==> src/cets_pkg.sv <==
// Package for the cold entry top-N selector: shared constants, list entry
// type, cell control codes and controller states. No dependencies.
package cets_pkg;

  // Default number of tracked entries and list depth
  localparam int MAX_ENTRIES_DEF = 64;

  // Field widths
  localparam int SLOT_W   = 6;
  localparam int SCORE_W  = 29;
  localparam int IDLE_W   = 6;
  localparam int FAULT_W  = 32;
  localparam int RSS_W    = 32;
  localparam int RSS_CL_W = 20;
  localparam int SECS_W   = 16;
  localparam int TOP_W    = 7;

  // Configuration port
  localparam int CFG_IDX_W  = 1;
  localparam int CFG_DATA_W = 16;
  localparam logic [CFG_IDX_W-1:0] CFG_TOP_COUNT = 1'd0;
  localparam logic [CFG_IDX_W-1:0] CFG_COOLING   = 1'd1;

  // Register reset values
  localparam logic [TOP_W-1:0]  TOP_COUNT_RST = 7'd8;
  localparam logic [SECS_W-1:0] COOLING_RST   = 16'd30;

  // Scoring constants
  localparam logic [IDLE_W-1:0]   IDLE_LIMIT   = 6'd60;
  localparam logic [RSS_W-1:0]    RSS_FLOOR_KB = 32'd1024;
  localparam logic [RSS_W-1:0]    RSS_CAP_KB   = 32'd1024000;
  localparam logic [TOP_W-1:0]    RESULT_CAP   = 7'd64;

  // One held list entry
  typedef struct packed {
    logic               vld;
    logic [SLOT_W-1:0]  slot;
    logic [SCORE_W-1:0] score;
  } entry_t;

  // What every cell of the chain does this cycle
  typedef enum logic [1:0] {
    CELL_HOLD,
    CELL_INSERT,
    CELL_SHIFT,
    CELL_CLEAR
  } cell_op_t;

  // Control broadcast to the chain
  typedef struct packed {
    cell_op_t op;
    entry_t   ent;
  } cell_ctl_t;

  // Controller states
  typedef enum logic [1:0] {
    ST_IDLE,
    ST_SCORE,
    ST_INSERT,
    ST_EMIT
  } state_t;

endpackage

==> src/cets_cell.sv <==
// One cell of the sorted candidate chain: holds a single entry, takes the
// new word or its neighbor's entry on insert, and shifts toward the head.
// Depends on cets_pkg.
module cets_cell (
  input  logic               clk,
  input  logic               rst_n,
  input  cets_pkg::cell_ctl_t ctl,
  input  cets_pkg::entry_t   prev_ent,
  input  logic               prev_keep,
  input  cets_pkg::entry_t   next_ent,
  output cets_pkg::entry_t   ent,
  output logic               keep
);

  cets_pkg::entry_t ent_r;
  cets_pkg::entry_t ent_nxt;

  // Keep own entry when it ranks at or above the new word (ties stay ahead)
  assign keep = ent_r.vld && (ent_r.score >= ctl.ent.score);
  assign ent  = ent_r;

  // Pick next contents
  always_comb begin
    ent_nxt = ent_r;
    case (ctl.op)
      cets_pkg::CELL_HOLD: begin
        ent_nxt = ent_r;
      end
      cets_pkg::CELL_INSERT: begin
        if (keep) begin
          ent_nxt = ent_r;
        end else if (prev_keep) begin
          ent_nxt     = ctl.ent;
          ent_nxt.vld = 1'b1;
        end else begin
          ent_nxt = prev_ent;
        end
      end
      cets_pkg::CELL_SHIFT: begin
        ent_nxt = next_ent;
      end
      cets_pkg::CELL_CLEAR: begin
        ent_nxt     = ent_r;
        ent_nxt.vld = 1'b0;
      end
      default: begin
        ent_nxt = ent_r;
      end
    endcase
  end

  // Hold entry; reset clears the valid flag only
  always_ff @(posedge clk) begin
    if (!rst_n) begin
      ent_r.vld <= 1'b0;
    end else begin
      ent_r <= ent_nxt;
    end
  end

endmodule

==> config.mk <==
export PLATFORM = sky130hd
export DESIGN_NAME = cets_cell
export DESIGN_NICKNAME = d
export VERILOG_FILES = /design/src/cets_pkg.sv /design/src/cets_cell.sv
export SDC_FILE = /design/constraint.sdc
export NUM_CORES = 1
export LEC_CHECK = 0
export BUFFER_PORTS_ARGS = -buffer_cell sky130_fd_sc_hd__buf_2
export CELL_PAD_IN_SITES_DETAIL_PLACEMENT = 1
export CELL_PAD_IN_SITES_GLOBAL_PLACEMENT = 1
export CORE_MARGIN = 4
export CORE_UTILIZATION = 29
export DETAILED_ROUTE_END_ITERATION = 16
export PLACE_DENSITY = 0.84
export SLEW_MARGIN = 0
export SYNTH_ARGS = -nofsm -noshare
export SYNTH_HDL_FRONTEND = slang
export SYNTH_SLANG_ARGS = --single-unit
==> constraint.sdc <==
create_clock -name clk -period 2.6 [get_ports clk]
set_input_delay 0.13 -clock clk [delete_from_list [all_inputs] [get_ports clk]]
set_output_delay 0.13 -clock clk [all_outputs]
set_load 0.01 [all_outputs]
* Word level (Yosys, flattened, before mapping)
Index checks and enable logic that the tools add are counted.
Storage, ports and cells: flip-flop bits (word level) 36, input bits 113, output and inout port bits 37, word-level logic and storage cells 17
Operators by class: $lt $le $gt $ge 1, equality and inequality tests 4, multiplexer cells 3, bitwise gates (word level) 2, reductions and logical operators 4
Operators with widths (number):
- $pmux W36 S3 | 1
- $mux W36 | 2
- $ge A29 B29 Y1 | 1
- $eq A2 B2 Y1 const B | 2
- $reduce_and A4 Y1 | 1
- $eq A2 B1 Y1 const B | 1
- $logic_not A2 Y1 | 1
- $ne A2 B2 Y1 const B | 1
- $not A1 Y1 | 2
- $reduce_and A2 Y1 | 1
- $logic_and A1 B1 Y1 | 1

* Longest topological paths before layout
depth after elaboration 4, gate-level depth with buffers 8, gate-level depth less buffers 8

* Least setup slack after synthesis
OpenSTA, ideal clock, no wires.
path kind register -> register, start point register ent_r (netlist bit ent[3]), end point register ent_r (netlist bit ent[0]), enable pin, setup time 0.390 ns, data arrival time 2.470 ns, data required time 2.210 ns, slack -0.260 ns, stages on the path, launching flop included 8, path buffers 0, clock period less this slack 2.860 ns, cell sequence edfxtp_1 > ha_1 > a21oi_2 > a21boi_1 > o31a_1 > o31ai_1 > o2111a_2 > o211a_1
On the way: word-level cells in the longest chain between the ends 4
Ends and longest elaborated chain:
- start: declaration | line cets_cell.sv:15 | cets_pkg::entry_t ent_r;
- start signal: assignment | line cets_cell.sv:57 | ent_r <= ent_nxt;
- $ge A29 B29 Y1 | line cets_cell.sv:19 | assign keep = ent_r.vld && (ent_r.score >= ctl.ent.score);
- $logic_and A1 B1 Y1 | line cets_cell.sv:19
- $ne A2 B2 Y1 (no source line)
- $reduce_and A4 Y1 (no source line)
Every way passes these cells. A chain may end at the register's enable or synchronous reset.

* Final worst setup path
start point register ent_r (netlist bit ent[22]), end point register ent_r (netlist bit ent[17]), enable pin
Same word-level chain as after synthesis.

==> results.toml <==
[synthesis]
synth.top_cell.area_share = 0.4002
synth_async_sr_flop_share = 0
yosysTopAreaCell = "edfxtp_1"
ys_warn_count = 0
yosysUniqueCellTypes = 26
synth_top_cells_by_count = "40 x nand2_1, 37 x o21ai_0, 35 x edfxtp_1, 35 x mux2i_1"
synth_seq_area_share = 0.4078
synthesis.nets = 418
synth_edf_count = 35
synth_area_mm2 = 0.002626
syn_area_per_cell_um2 = 9.655
ys_ff_latch = 36
synthCells = 272
netlist_top_cells_area = "edfxtp_1 40%, ha_1 16%, mux2i_1 13%"
post-synth-top-count-cell = "nand2_1"
ys.flop_type = "edfxtp_1"

[drt]
drt-initial-drc-count = 47
dr.pass1.iters = 4
routed_wl_um = 8427
viasPerCell = 4.860
drc_errors = 0
wl_per_cell_um = 15.90
ant_nets = 0
via_count = 2576

[floorplanning]
rows = 34
start_util = 0.2997
dieWidth_um = 103.2
fp.dieArea_mm2 = 0.01064
core-area_mm2 = 0.008763
die_y_um = 103.2
pin_count = 150

[timing]
hold_ws_ns = 0.1216
setup_viol = 0
clock.fmax_mhz = 407.1
fin_skew_ns = 0.008897
fin_setup_tns_ns = 0
relSlewSlack = 0.5939
drv_slew = 0
tightest_slew_ns = 0.6092
min_period_over_period = 0.9447
period_minus_slack_ns = 2.456
hold_viol = 0

[critical_path]
critPathRequiredTime_ns = 2.59
end_kind = "flip-flop"
critPathKind = "flip-flop to flip-flop"
timing.rr.start = "ent[22]"
worst-r2r-cell-count = 9
crit_start = "ent[22]"
worstPathArrival_ns = 2.45
path_max_fanout = 18
startpoint_type = "flip-flop"
cp-endpoint = "ent[17]"
rrSetupSlack_ns = 0.14
r2r-end = "ent[17]"

[cts]
clock_path_buffers = 2
cts_htree_levels = 2
cts_tree = "yes"
clkTransAtPathRegs_ns = 0.07
numClockSinks = 36
cts_buffers = 5
ctsRootBufferMaster = "clkbuf_8"
clock_latency_ns = 0.29

[global_route]
antenna_found_initial = 0
grt_pass1_wl_um = 12880
grt_pass1_vias = 2884
grt_overflow = 0
grt_max_degree = 36
grt.total_usage = 0.1545

[pwr]
irDropWorstVdd_mv = 0.1765
power.total_mw = 1.518
power.density_mw_per_mm2 = 418.5
leakage_nw = 1.856

[worst_hold_path]
hold_path.class = "input pin to flip-flop"

[placement]
dpl.cell_count = 523
dp_hpwl_um = 7134
io_buffers = 148
gp_congestion = 0.7785

[final_layout]
instances_no_fill = 530
largest_reg_flops = 36
area_growth_pct = 38.07
nNetsFinal = 568
drive_gt1_frac = 0.3934
fillers = 1075
antenna-diode-count = 0

[flow_run]
cap_viol_max_count = 0

[run_status]
status = "complete, no violations"
## layout by cell type (no fill, tap or decap), types with 6 or more instances in the layout
master | synthesis | layout
o21ai_0 | 37 | 37
nand4_1 | 8 | 8
ha_1 | 33 | 33
nand3_1 | 6 | 6
nand2_1 | 40 | 40
inv_1 | 33 | 33
a21oi_1 | 11 | 11
mux2i_1 | 35 | 35
buf_2 | 4 | 148
edfxtp_1 | 35 | 35
## final cells by class
type                    instances  area (um^2)  share of cell area
repair buffers                155        818.3              0.2257
multi-input cells             191         1401              0.3865
clock inverters                 2        7.507            0.002070
flip-flops and latches         36         1071              0.2954
well taps                     108        135.1             0.03727
inverters                      33        123.9             0.03416
clock buffers                   5        68.82             0.01898
## worst min path at each step
stage	slack [ns]	from	cells past startpoint	endpoint
floorplan	0.24	rst_n	2	ent[35]
global placement	0.38	rst_n	3	ent[35]
detailed placement	0.42	next_ent[3]	3	ent[3]
CTS	0.11	next_ent[3]	3	ent[3]
global route	0.12	next_ent[28]	3	ent[28]
finish	0.12	next_ent[3]	3	ent[3]
## through the flow
stage	util	cell area [um^2]	setup WS, ns
4_1_cts	0.4123	3613	0.04100
2_1_floorplan	-	2634	0.1788
3_5_place_dp	0.4036	3537	0.07572
5_1_grt	0.4138	3626	-0.003755
3_3_place_gp	0.4036	3537	0.1644
6_report	0.4138	3626	0.1438
## worst max-delay path: stages (launching register included)
cell and delay (ns):
edfxtp_1 0.40, ha_1 0.30, a21o_1 0.18, nand3_1 0.07, a21oi_1 0.07, a2111oi_1 0.36
buf_4 0.18, o2111a_2 0.22, o211a_4 0.21, buf_12 0.16
## cell families after synthesis
| group | after synthesis | share of synthesized area |
|---|---|---|
| buffers and inverters | 45 | 0.06622 |
| AND/OR/NAND/NOR | 63 | 0.1053 |
| adder cells (fa/ha/maj) | 33 | 0.1572 |
| AO/OA/AOI/OAI | 60 | 0.1301 |
| multiplexers | 35 | 0.1334 |
| flip-flops | 36 | 0.4078 |
## layer usage
metal  wire length, um  track usage  part of all wire
met3               726      0.04804             0.086
met1              3072       0.1574              0.36
met5                 0            0                 0
met4               120      0.03884             0.014
met2              4507       0.3019              0.53
## what timing repair did
action | in CTS | in global routing
endpoints found under the hold margin | 0 | 0
gates resized for setup | 0 | 3
buffers inserted | 0 | 0
hold buffers | 0 | 0
endpoints found under the setup margin | 0 | 36
## where the power goes
| part | leakage (nW) | internal [mW] | total [mW] | switching, mW |
|---|---|---|---|---|
| logic | 1.48 | 0.200 | 0.428 | 0.229 |
| clock network | 0.0391 | 0.177 | 0.372 | 0.195 |
| registers | 0.341 | 0.696 | 0.717 | 0.0208 |
| total | 1.86 | 1.07 | 1.52 | 0.445 |
Power figures use the tool's default switching activity.
