$ cat src/cets_pkg.sv
// Package for the cold entry top-N selector: shared constants, list entry
// type, cell control codes and controller states. No dependencies.
package cets_pkg;

  // Default number of tracked entries and list depth
  localparam int MAX_ENTRIES_DEF = 64;

  // Field widths
  localparam int SLOT_W   = 6;
  localparam int SCORE_W  = 29;
  localparam int IDLE_W   = 6;
  localparam int FAULT_W  = 32;
  localparam int RSS_W    = 32;
  localparam int RSS_CL_W = 20;
  localparam int SECS_W   = 16;
  localparam int TOP_W    = 7;

  // Configuration port
  localparam int CFG_IDX_W  = 1;
  localparam int CFG_DATA_W = 16;
  localparam logic [CFG_IDX_W-1:0] CFG_TOP_COUNT = 1'd0;
  localparam logic [CFG_IDX_W-1:0] CFG_COOLING   = 1'd1;

  // Register reset values
  localparam logic [TOP_W-1:0]  TOP_COUNT_RST = 7'd8;
  localparam logic [SECS_W-1:0] COOLING_RST   = 16'd30;

  // Scoring constants
  localparam logic [IDLE_W-1:0]   IDLE_LIMIT   = 6'd60;
  localparam logic [RSS_W-1:0]    RSS_FLOOR_KB = 32'd1024;
  localparam logic [RSS_W-1:0]    RSS_CAP_KB   = 32'd1024000;
  localparam logic [TOP_W-1:0]    RESULT_CAP   = 7'd64;

  // One held list entry
  typedef struct packed {
    logic               vld;
    logic [SLOT_W-1:0]  slot;
    logic [SCORE_W-1:0] score;
  } entry_t;

  // What every cell of the chain does this cycle
  typedef enum logic [1:0] {
    CELL_HOLD,
    CELL_INSERT,
    CELL_SHIFT,
    CELL_CLEAR
  } cell_op_t;

  // Control broadcast to the chain
  typedef struct packed {
    cell_op_t op;
    entry_t   ent;
  } cell_ctl_t;

  // Controller states
  typedef enum logic [1:0] {
    ST_IDLE,
    ST_SCORE,
    ST_INSERT,
    ST_EMIT
  } state_t;

endpackage

$ cat src/cets_idle.sv
// Per-slot idle counter store with read-modify-write update: one registered
// read, then saturating increment or clear and write back. Depends on cets_pkg.
module cets_idle #(
  parameter int MAX_ENTRIES = cets_pkg::MAX_ENTRIES_DEF
) (
  input  logic                          clk,
  input  logic                          rst_n,
  input  logic                          rd_en,
  input  logic [cets_pkg::SLOT_W-1:0]   rd_slot,
  input  logic                          wr_en,
  input  logic                          no_faults,
  output logic [cets_pkg::IDLE_W-1:0]   idle_new
);

  // Slots are 6 bits wide, so at most 64 counters are reachable
  localparam int DEPTH = (MAX_ENTRIES < (1 << cets_pkg::SLOT_W)) ?
                         MAX_ENTRIES : (1 << cets_pkg::SLOT_W);
  localparam int IW    = $clog2(DEPTH);

  logic [cets_pkg::IDLE_W-1:0] mem [DEPTH];
  logic [DEPTH-1:0]            vld_r;
  logic [IW-1:0]               idx_r;
  logic [cets_pkg::IDLE_W-1:0] rd_data_r;
  logic                        rd_vld_r;
  logic [cets_pkg::IDLE_W-1:0] idle_cur;
  logic [IW-1:0]               rd_idx;

  assign rd_idx = rd_slot[IW-1:0];

  // Registered read of counter and its valid flag
  always_ff @(posedge clk) begin
    if (rd_en) begin
      idx_r     <= rd_idx;
      rd_data_r <= mem[rd_idx];
      rd_vld_r  <= vld_r[rd_idx];
    end
  end

  // Saturating count on a quiet sample, clear on any fault
  always_comb begin
    idle_cur = rd_vld_r ? rd_data_r : '0;
    if (!no_faults) begin
      idle_new = '0;
    end else if (idle_cur < cets_pkg::IDLE_LIMIT) begin
      idle_new = idle_cur + cets_pkg::IDLE_W'(1);
    end else begin
      idle_new = cets_pkg::IDLE_LIMIT;
    end
  end

  // Write back counter
  always_ff @(posedge clk) begin
    if (wr_en) begin
      mem[idx_r] <= idle_new;
    end
  end

  // Mark written counters; unwritten ones read as zero
  always_ff @(posedge clk) begin
    if (!rst_n) begin
      vld_r <= '0;
    end else if (wr_en) begin
      vld_r[idx_r] <= 1'b1;
    end
  end

endmodule

$ cat config.mk
export PLATFORM = sky130hd
export DESIGN_NAME = cets_idle
export DESIGN_NICKNAME = d
export VERILOG_FILES = /design/src/cets_pkg.sv /design/src/cets_idle.sv
export SDC_FILE = /design/constraint.sdc
export NUM_CORES = 1
export LEC_CHECK = 0
export BUFFER_PORTS_ARGS = -buffer_cell sky130_fd_sc_hd__buf_2
export CORE_UTILIZATION = 50
export CTS_CLUSTER_DIAMETER = 150
export DETAILED_ROUTE_END_ITERATION = 8
export PLACE_DENSITY = 0.65
export SYNTH_ARGS = -nofsm -noshare
export SYNTH_HDL_FRONTEND = slang
export SYNTH_SLANG_ARGS = --single-unit
$ cat constraint.sdc
create_clock -name clk -period 6.58 [get_ports clk]
set_clock_uncertainty 0.2 [all_clocks]
set_input_delay 0.987 -clock clk [delete_from_list [all_inputs] [get_ports clk]]
set_output_delay 0.987 -clock clk [all_outputs]
set_load 0.02 [all_outputs]
Word level (Yosys, flattened, before mapping)

Memories as Yosys holds them, arrays and structs flattened. A register that Yosys moved wholly into a read port is not among the register bits.
Cells that the tools add are included.

Bitwise operators: 1
Reductions and logical operators: 1
Multiplexer cells: 9
$add $sub $neg: 1
Magnitude comparators: 4

Operators with widths:

| kind                                                                  | count |
|---|---|
| 64-bit OR                                                             | 1 |
| 6-bit two-way mux                                                     | 3 |
| 6-bit by 7-bit < comparator with 1-bit output, second input constant  | 2 |
| 6-bit by 1-bit adder with 6-bit output, second input constant         | 1 |
| 1-bit binary-select mux with 6-bit select                             | 1 |
| 1-bit demux with 6-bit select                                         | 1 |
| 6-bit by 1-bit >= comparator with 1-bit output, second input constant | 1 |
| 6-bit < comparator, second input constant                             | 1 |
| 1-bit two-way mux                                                     | 4 |
| 1-bit logical AND                                                     | 1 |

Memories: 1
Memory bits (writable): 384
Register bits: 71
Logic and storage cells: 20
Output and inout port bits: 6
Input bits: 11

Memory list:

| name | depth | bits a word | read ports | clocked after memory_dff | wr ports | RTL line        | source |
|---|---|---|---|---|---|---|---|
| mem  | 64    | 6           | 1          | 1                        | 1        | cets_idle.sv:20 | `logic [cets_pkg::IDLE_W-1:0] mem [DEPTH];` |

Longest topological paths before layout

Gate-level depths: netlist (run 1).

Word-level depth: 5
Mapped depth: 9
Mapped depth without buffers: 5

Worst setup path after synthesis (run 1)

Ideal clock, no wire load.

Path kind: input port to output port
From: input no_faults
To: output idle_new[2] in the netlist's numbering
Stages on the path: 1
Buffers on the path: 0
Setup slack: 1.356 ns
Arrival time: 4.037 ns
Data required time: 5.393 ns
Cells stage by stage: a21boi_0

Cells in the longest elaborated chain, start to end: 1

RTL lines:

| element           | RTL line        | source |
|---|---|---|
| start, declared   | cets_idle.sv:11 | `input logic no_faults,` |
| 6-bit two-way mux | cets_idle.sv:42 | `if (!no_faults) begin` |
| end, declared     | cets_idle.sv:12 | `output logic [cets_pkg::IDLE_W-1:0] idle_new` |

Every way passes these cells.

Worst setup path in the final report (run 1)

From: register rd_vld_r
To: output idle_new[2] in the netlist's numbering

Cells in the longest elaborated chain, start to end: 4
Elaborated cells between the ends (all ways): 5
Those cells by class: add/sub (1); order compare (1); mux (3)

RTL lines:

| element                                                                             | RTL line                         | source |
|---|---|---|
| start, declared                                                                     | cets_idle.sv:24                  | `logic rd_vld_r;` |
| start signal, assigned                                                              | cets_idle.sv:35                  | `rd_vld_r <= vld_r[rd_idx];` |
| 6-bit two-way mux *                                                                 | cets_idle.sv:41                  | `idle_cur = rd_vld_r ? rd_data_r : '0;` |
| 6-bit by 1-bit adder with 6-bit output / 6-bit < comparator (equally long branches) | cets_idle.sv:45, cets_idle.sv:44 |  |
| 6-bit two-way mux *                                                                 | cets_idle.sv:44                  | `end else if (idle_cur < cets_pkg::IDLE_LIMIT) begin` |
| 6-bit two-way mux *                                                                 | cets_idle.sv:42                  |  |

Every way passes the cells marked *; elsewhere a longest branch is shown, timed or not.

==> results of run 1 <==
cell usage after synthesis (2+ instances only):
cell and number:
nor2_1 71, a31oi_1 8, nand4_1 4, o31ai_1 3, o22a_1 3, nand2b_1 6
nor3b_1 3, o21ai_0 9, o221ai_1 4, a211o_1 2, mux2i_1 28, dfxtp_1 64
buf_4 10, o21a_1 65, buf_6 10, nand3_1 16, nand2_1 14, clkbuf_1 20
edfxtp_1 397, o22ai_1 12, o211ai_1 2, mux2_2 7, o2111ai_1 3, or3_1 4
inv_1 2, a21oi_1 9, buf_2 12, and2_1 3, nor2b_1 7, or2_2 2
mux4_2 108, a211oi_1 3, nand3b_1 4, nor3_1 15, nor4_1 2
metal layers:
| metal | part of all wire (%) | global-route usage (%) |
|---|---|---|
| met5 | 0 | 0 |
| met4 | 3.1 | 7.42 |
| met3 | 6.0 | 3.56 |
| met2 | 48 | 35.4 |
| met1 | 43 | 31.7 |
registers in the layout, indices dropped and copies added (netlist names):
name	count
mem	384
rd_data_r	6
idx_r	6
rd_vld_r	1
vld_r	64
layout make-up:
| class | instances | area (um2) |
|---|---|---|
| Clock buffer | 64 | 1330 |
| Clock inverter | 21 | 195 |
| Fill cell | 2692 | 15500 |
| Inverter | 2 | 7.51 |
| Multi-Input combinational cell | 427 | 4480 |
| Sequential cell | 461 | 13200 |
| Tap cell | 461 | 577 |
| Timing Repair Buffer | 33 | 233 |
cell families after synthesis:
group	count (synthesis)	share of synthesized area, %
AOI/OAI and AO/OA	128	5.03
DFF	461	73.4
and+or+nand+nor	154	4.04
adders and majority gates	1	0.0695
buffers and inverters	56	1.94
muxes	143	15.5
xor gates and xnor gates	1	0.0487
power groups by stage:
stage | logic, mW | clock network [mW] | registers, mW
after global routing | 0.335 | 2.77 | 3.23
final | 0.313 | 2.63 | 3.23
after global placement | 0.311 | 0 | 3.29
after CTS | 0.317 | 2.66 | 3.23
after detailed placement | 0.316 | 0 | 3.29
after floorplan | 0.215 | 0 | 3.29
worst register-to-register path, delay by kind of cell, from the launching register on:
| family | cells | cell delay, ns |
|---|---|---|
| DFF | 1 | 0.48 |
| and+or+nand+nor | 3 | 1.56 |
per-stage QoR:
stage	std cells	setup WS, ns	power, mW	utilization [%]
after floorplan	944	1.36	3.50	-
after global placement	1384	2.65	3.60	52.1
after detailed placement	1384	2.61	3.61	52.1
after CTS	1469	2.60	6.21	56.4
after global routing	1469	2.48	6.34	56.4
final	1469	2.58	6.17	56.4
worst max-delay path by stage:
| stage | end | start | slack [ns] |
|---|---|---|---|
| after CTS | idle_new[2] | rd_vld_r | 2.60 |
| after global placement | rd_data_r[0] | rd_slot[0] | 2.65 |
| after global routing | idle_new[2] | rd_vld_r | 2.48 |
| final | idle_new[2] | rd_vld_r | 2.58 |
| after detailed placement | rd_data_r[0] | rd_slot[0] | 2.61 |
| after floorplan | idle_new[2] | no_faults | 1.36 |
==> flow_summary.json, run 1 <==
{
  "antenna_found_initial": 0,
  "seq_area_frac_synth_pct": 73.4,
  "yosysWarningCount": 0,
  "cp_top_family": "buffers and inverters",
  "setup_violations": 0,
  "cts_setup_buffers": 0,
  "period_share_pct": 60.7,
  "layout_common_cells": "edfxtp_1, mux4_2, nor2_1",
  "cpPeakStageDelay_ns": 0.55,
  "min_to": "vld_r[61]",
  "fin_area_um2": 20000,
  "start_kind": "flop",
  "first_iter_violations": 756,
  "synth_nets": 956,
  "numCtsBuffers": 46,
  "routedWlPerCell_um": 26.7,
  "drv_cap": 0,
  "grt_setup_unrepaired": "false",
  "cp.depth": 6,
  "via_count": 8998,
  "syn-cell-area_um2": 18000,
  "clkSinkCount": 461,
  "seq_power_share_pct": 52.4,
  "hpwl_mm": 23.4,
  "nets": 983,
  "worstReg2RegEnd": "mem[37][0]",
  "fin_crit_ns": 4.00,
  "dieArea_um2": 36800,
  "postPlaceCellArea_um2": 18500,
  "numPortBuffers": 16,
  "power_density_nw_per_um2": 308,
  "power_frac_comb_pct": 5.1,
  "rr_worst_depth": 3,
  "fp-row-count": 69,
  "synth_cell_types": 47,
  "sw_frac_of_total_pct": 21.2,
  "slew_viol_final": 0,
  "cts-htree-levels": 2,
  "p_leak_nw": 6.47,
  "outcome": "completed",
  "post_cts_resize_count": 0,
  "min_from": "vld_r[61]",
  "hold_viol": 0,
  "dr.pass1.iters": 5,
  "worstHoldPathType": "flop to flop",
  "p_clk_share_pct": 42.6,
  "synth_top_area_share_pct": 66.2,
  "crit_buf_inv": 2,
  "crit_slowest_cell": "buf_4",
  "cts_tree": "built",
  "p_int_mw": 4.86,
  "grtUsageTotal_pct": 22.3,
  "cts_buffer_depth": 3,
  "crit_arrival_ns": 2.81,
  "worstMarginPinSlew_ns": 1.12,
  "clock.fmax_ghz": 0.250,
  "drcViolationCount": 0,
  "r2r_start": "idx_r[1]",
  "hold_slack_ns": 0.262,
  "grt_max_degree": 74,
  "critPathKind": "flop to output pin",
  "ys_async_sr_fraction_pct": 0,
  "netlist_instances": 944,
  "io_pins": 17,
  "start_util_pct": 50.7,
  "slew_headroom_pct": 25.1,
  "n_antenna_cell": 0,
  "gp_congestion": 0.815,
  "area_growth_pct": 11.3,
  "fin_tns_setup_ns": 0,
  "layout-drive-gt1-share_pct": 23.0,
  "die_w_um": 192,
  "clock_latency_ns": 0.56,
  "grt_pass1_vias": 9159,
  "ys_ff_latch": 461,
  "die_y_um": 192,
  "ys.flop_type": "edfxtp_1",
  "syn_area_per_cell_um2": 19.1,
  "core_um2": 35500,
  "grt_first_pass_wirelength_mm": 59.0,
  "avgViaCountPerCell": 6.13,
  "holdPathStages": 1,
  "yosysTopAreaCell": "edfxtp_1",
  "mostFrequentLayoutCell": "edfxtp_1",
  "gr-total-overflow": 0,
  "p_sw_mw": 1.31,
  "end_kind": "output pin",
  "crit_fanout": 65,
  "ff2ff_setup_slack_ns": 3.97,
  "ctsHoldBuffers": 0,
  "cts.clk_slew.worst_paths_ns": 0.06,
  "drt-total-wl_mm": 39.2,
  "synthTopCellsByArea": "edfxtp_1, mux4_2, dfxtp_1",
  "synth_edf_count": 397,
  "cts-root-buf": "clkbuf_16",
  "critPathRequiredTime_ns": 5.39,
  "postRouteAntennaNets": 0,
  "vdd_ir_drop_max_mv": 0.235,
  "cp_cell_sequence": "and2_1 -> ha_1 -> xor2_1 -> a21boi_4 -> buf_4 -> buf_2"
}
No activity file was read; power rests on OpenSTA's default activity.
==> run 2: changes to the inputs <==
- ABC_AREA: not set -> 1
- PLACE_DENSITY: 0.65 -> 0.68
- clock period: 6.58 -> 3.4 ns (I/O delays scaled with it)
==> flow_summary.json, run 2 <==
{
  "outcome": "completed",
  "setup_violations": 0,
  "grt_setup_unrepaired": "false",
  "first_iter_violations": 1432,
  "cts_tree": "built",
  "grt_first_pass_wirelength_mm": 72.2,
  "layout_common_cells": "nand2_1, edfxtp_1, nand3_1",
  "dieArea_um2": 38800,
  "worstHoldPathType": "input pin to flop",
  "yosysMostFrequentCell": "nand2_1",
  "drcViolationCount": 0,
  "io_pins": 17,
  "power_density_nw_per_um2": 584,
  "cts-htree-levels": 2,
  "drt-total-wl_mm": 46.3,
  "ys_ff_latch": 461,
  "vdd_ir_drop_max_mv": 0.331,
  "synth_common_cells": "nand2_1, edfxtp_1, nand3_1, nor2_1, dfxtp_1",
  "ctsHoldBuffers": 0,
  "grtUsageTotal_pct": 24.4,
  "worstMarginPinSlew_ns": 0.782,
  "ff2ff_setup_slack_ns": 0.88,
  "antenna_found_initial": 1,
  "nets": 1801,
  "core_um2": 37500,
  "numPortBuffers": 16,
  "clock.fmax_ghz": 0.320,
  "min_to": "idx_r[5]",
  "min_from": "rd_slot[5]",
  "slew_viol_final": 0,
  "die_w_um": 197,
  "synth_xor_area_share_pct": 0.138,
  "fp-row-count": 71,
  "synth_cell_types": 22,
  "netlist_instances": 1797,
  "hold_viol": 0,
  "clock_latency_ns": 0.55,
  "yosysTopAreaCell": "edfxtp_1",
  "grt_pass1_vias": 12400,
  "end_kind": "output pin",
  "p_leak_nw": 7.77,
  "largest-register": "mem",
  "rr_worst_depth": 7,
  "synth_top_family_by_area": "simple AND/OR/NAND/NOR gates",
  "largest_reg_flops": 384,
  "postRouteAntennaNets": 0,
  "start_util_pct": 50.7,
  "period_share_pct": 91.9,
  "synth_top_area_share_pct": 62.8,
  "die_y_um": 197,
  "gr-total-overflow": 0,
  "postLayoutCoreUtil_pct": 56.1,
  "clkSinkCount": 461,
  "grt_max_degree": 128,
  "cts_setup_buffers": 0,
  "dr.pass1.iters": 6,
  "crit_arrival_ns": 2.41,
  "layout-drive-gt1-share_pct": 6.52,
  "syn-cell-area_um2": 19000,
  "cts-root-buf": "clkbuf_16",
  "gp_congestion": 0.901,
  "ys.flop_type": "edfxtp_1",
  "synth_compound_area_share_pct": 0.105,
  "crit_fanout": 15,
  "routedWlPerCell_um": 19.8,
  "start_kind": "flop",
  "ys_async_sr_fraction_pct": 0,
  "slew_headroom_pct": 47.9,
  "syn_area_per_cell_um2": 10.6,
  "area_growth_pct": 10.9,
  "yosysWarningCount": 0,
  "synth-simple-area-share_pct": 25.9,
  "numCtsBuffers": 46,
  "synthTopCellsByArea": "edfxtp_1, nand2_1, nand3_1",
  "fin_tns_setup_ns": 0,
  "synthAdderAreaFrac_pct": 0.0659,
  "seq_area_frac_synth_pct": 69.5,
  "worstReg2RegEnd": "mem[10][4]",
  "critPathKind": "flop to output pin",
  "mostFrequentLayoutCell": "nand2_1",
  "fin_crit_ns": 3.12,
  "layout_setup_ws_ns": 0.276,
  "drv_cap": 0,
  "avgViaCountPerCell": 5.52,
  "hpwl_mm": 27.5,
  "critPathRequiredTime_ns": 2.69,
  "synth_nets": 1809,
  "pre_cts_slack_ns": 0.823,
  "synth_edf_count": 397,
  "muxShareOfSynthArea_pct": 0,
  "cts.clk_slew.worst_paths_ns": 0.06,
  "r2r_start": "rd_vld_r",
  "via_count": 12900,
  "cts_buffer_depth": 3,
  "post_cts_resize_count": 0,
  "reg.largest.list": "mem: 384 flops, vld_r: 64 flops",
  "holdPathStages": 1
}
run 2: report_power, final:
part,internal (mW),total [mW],switching [mW]
sequential,6.23,6.25,0.0223
combinational,0.197,0.812,0.615
clock,3.14,5.23,2.09
run 2: how the worst max path moves through the flow:
stage,from,end,slack (ns),cells past startpoint
final,rd_vld_r,idle_new[4],0.28,7
after detailed placement,rd_vld_r,idle_new[4],0.82,7
after global routing,rd_vld_r,idle_new[4],0.13,7
after floorplan,rd_vld_r,mem[0][1],0.02,5
after global placement,no_faults,idle_new[0],0.82,4
after CTS,rd_vld_r,idle_new[4],0.24,7
run 2: cell families after synthesis:
| kind of cell | Yosys count |
|---|---|
| XOR/XNOR | 3 |
| buffers and inverters | 149 |
| AND/OR/NAND/NOR | 1179 |
| flip-flops | 461 |
| AO/OA/AOI/OAI | 4 |
| adder cells (fa/ha/maj) | 1 |
run 2: metal layers:
| metal | track usage [%] | routed length, um | vias to the layer above |
|---|---|---|---|
| met1 | 34.7 | 19700 | 6256 |
| met3 | 3.54 | 3390 | 77 |
| li1 | - | - | 6086 |
| met5 | 0 | 0 | - |
| met2 | 38.8 | 21900 | 501 |
| met4 | 7.81 | 1280 | 0 |
run 2: worst max-delay path, cell delays in order, from the launching register on:
cell	delay, ns
edfxtp_1	0.45
nand2_1	0.08
inv_1	0.13
ha_1	0.21
nand4_1	0.12
xor2_1	0.18
a21oi_4	0.43
buf_2	0.26
run 2: layout make-up:
cell class | count | area [um2]
multi-input cells | 1187 | 5030
repair buffers | 44 | 424
diodes | 2 | 5.00
flip-flops and latches | 461 | 13200
well taps | 511 | 639
inverters | 49 | 190
clock buffers | 63 | 1270
fillers | 3141 | 16400
clock inverters | 22 | 289
run 2: stage by stage:
stage               std cells  area [um2]  power, mW  hold slack, ns
CTS                      2337       21000       12.3          0.0464
floorplan                1797       19000       6.89           0.240
detailed placement       2252       19500       7.17           0.259
finish                   2339       21000       12.3          0.0780
global placement         2252       19500       7.16           0.248
global route             2337       21000       12.6          0.0729
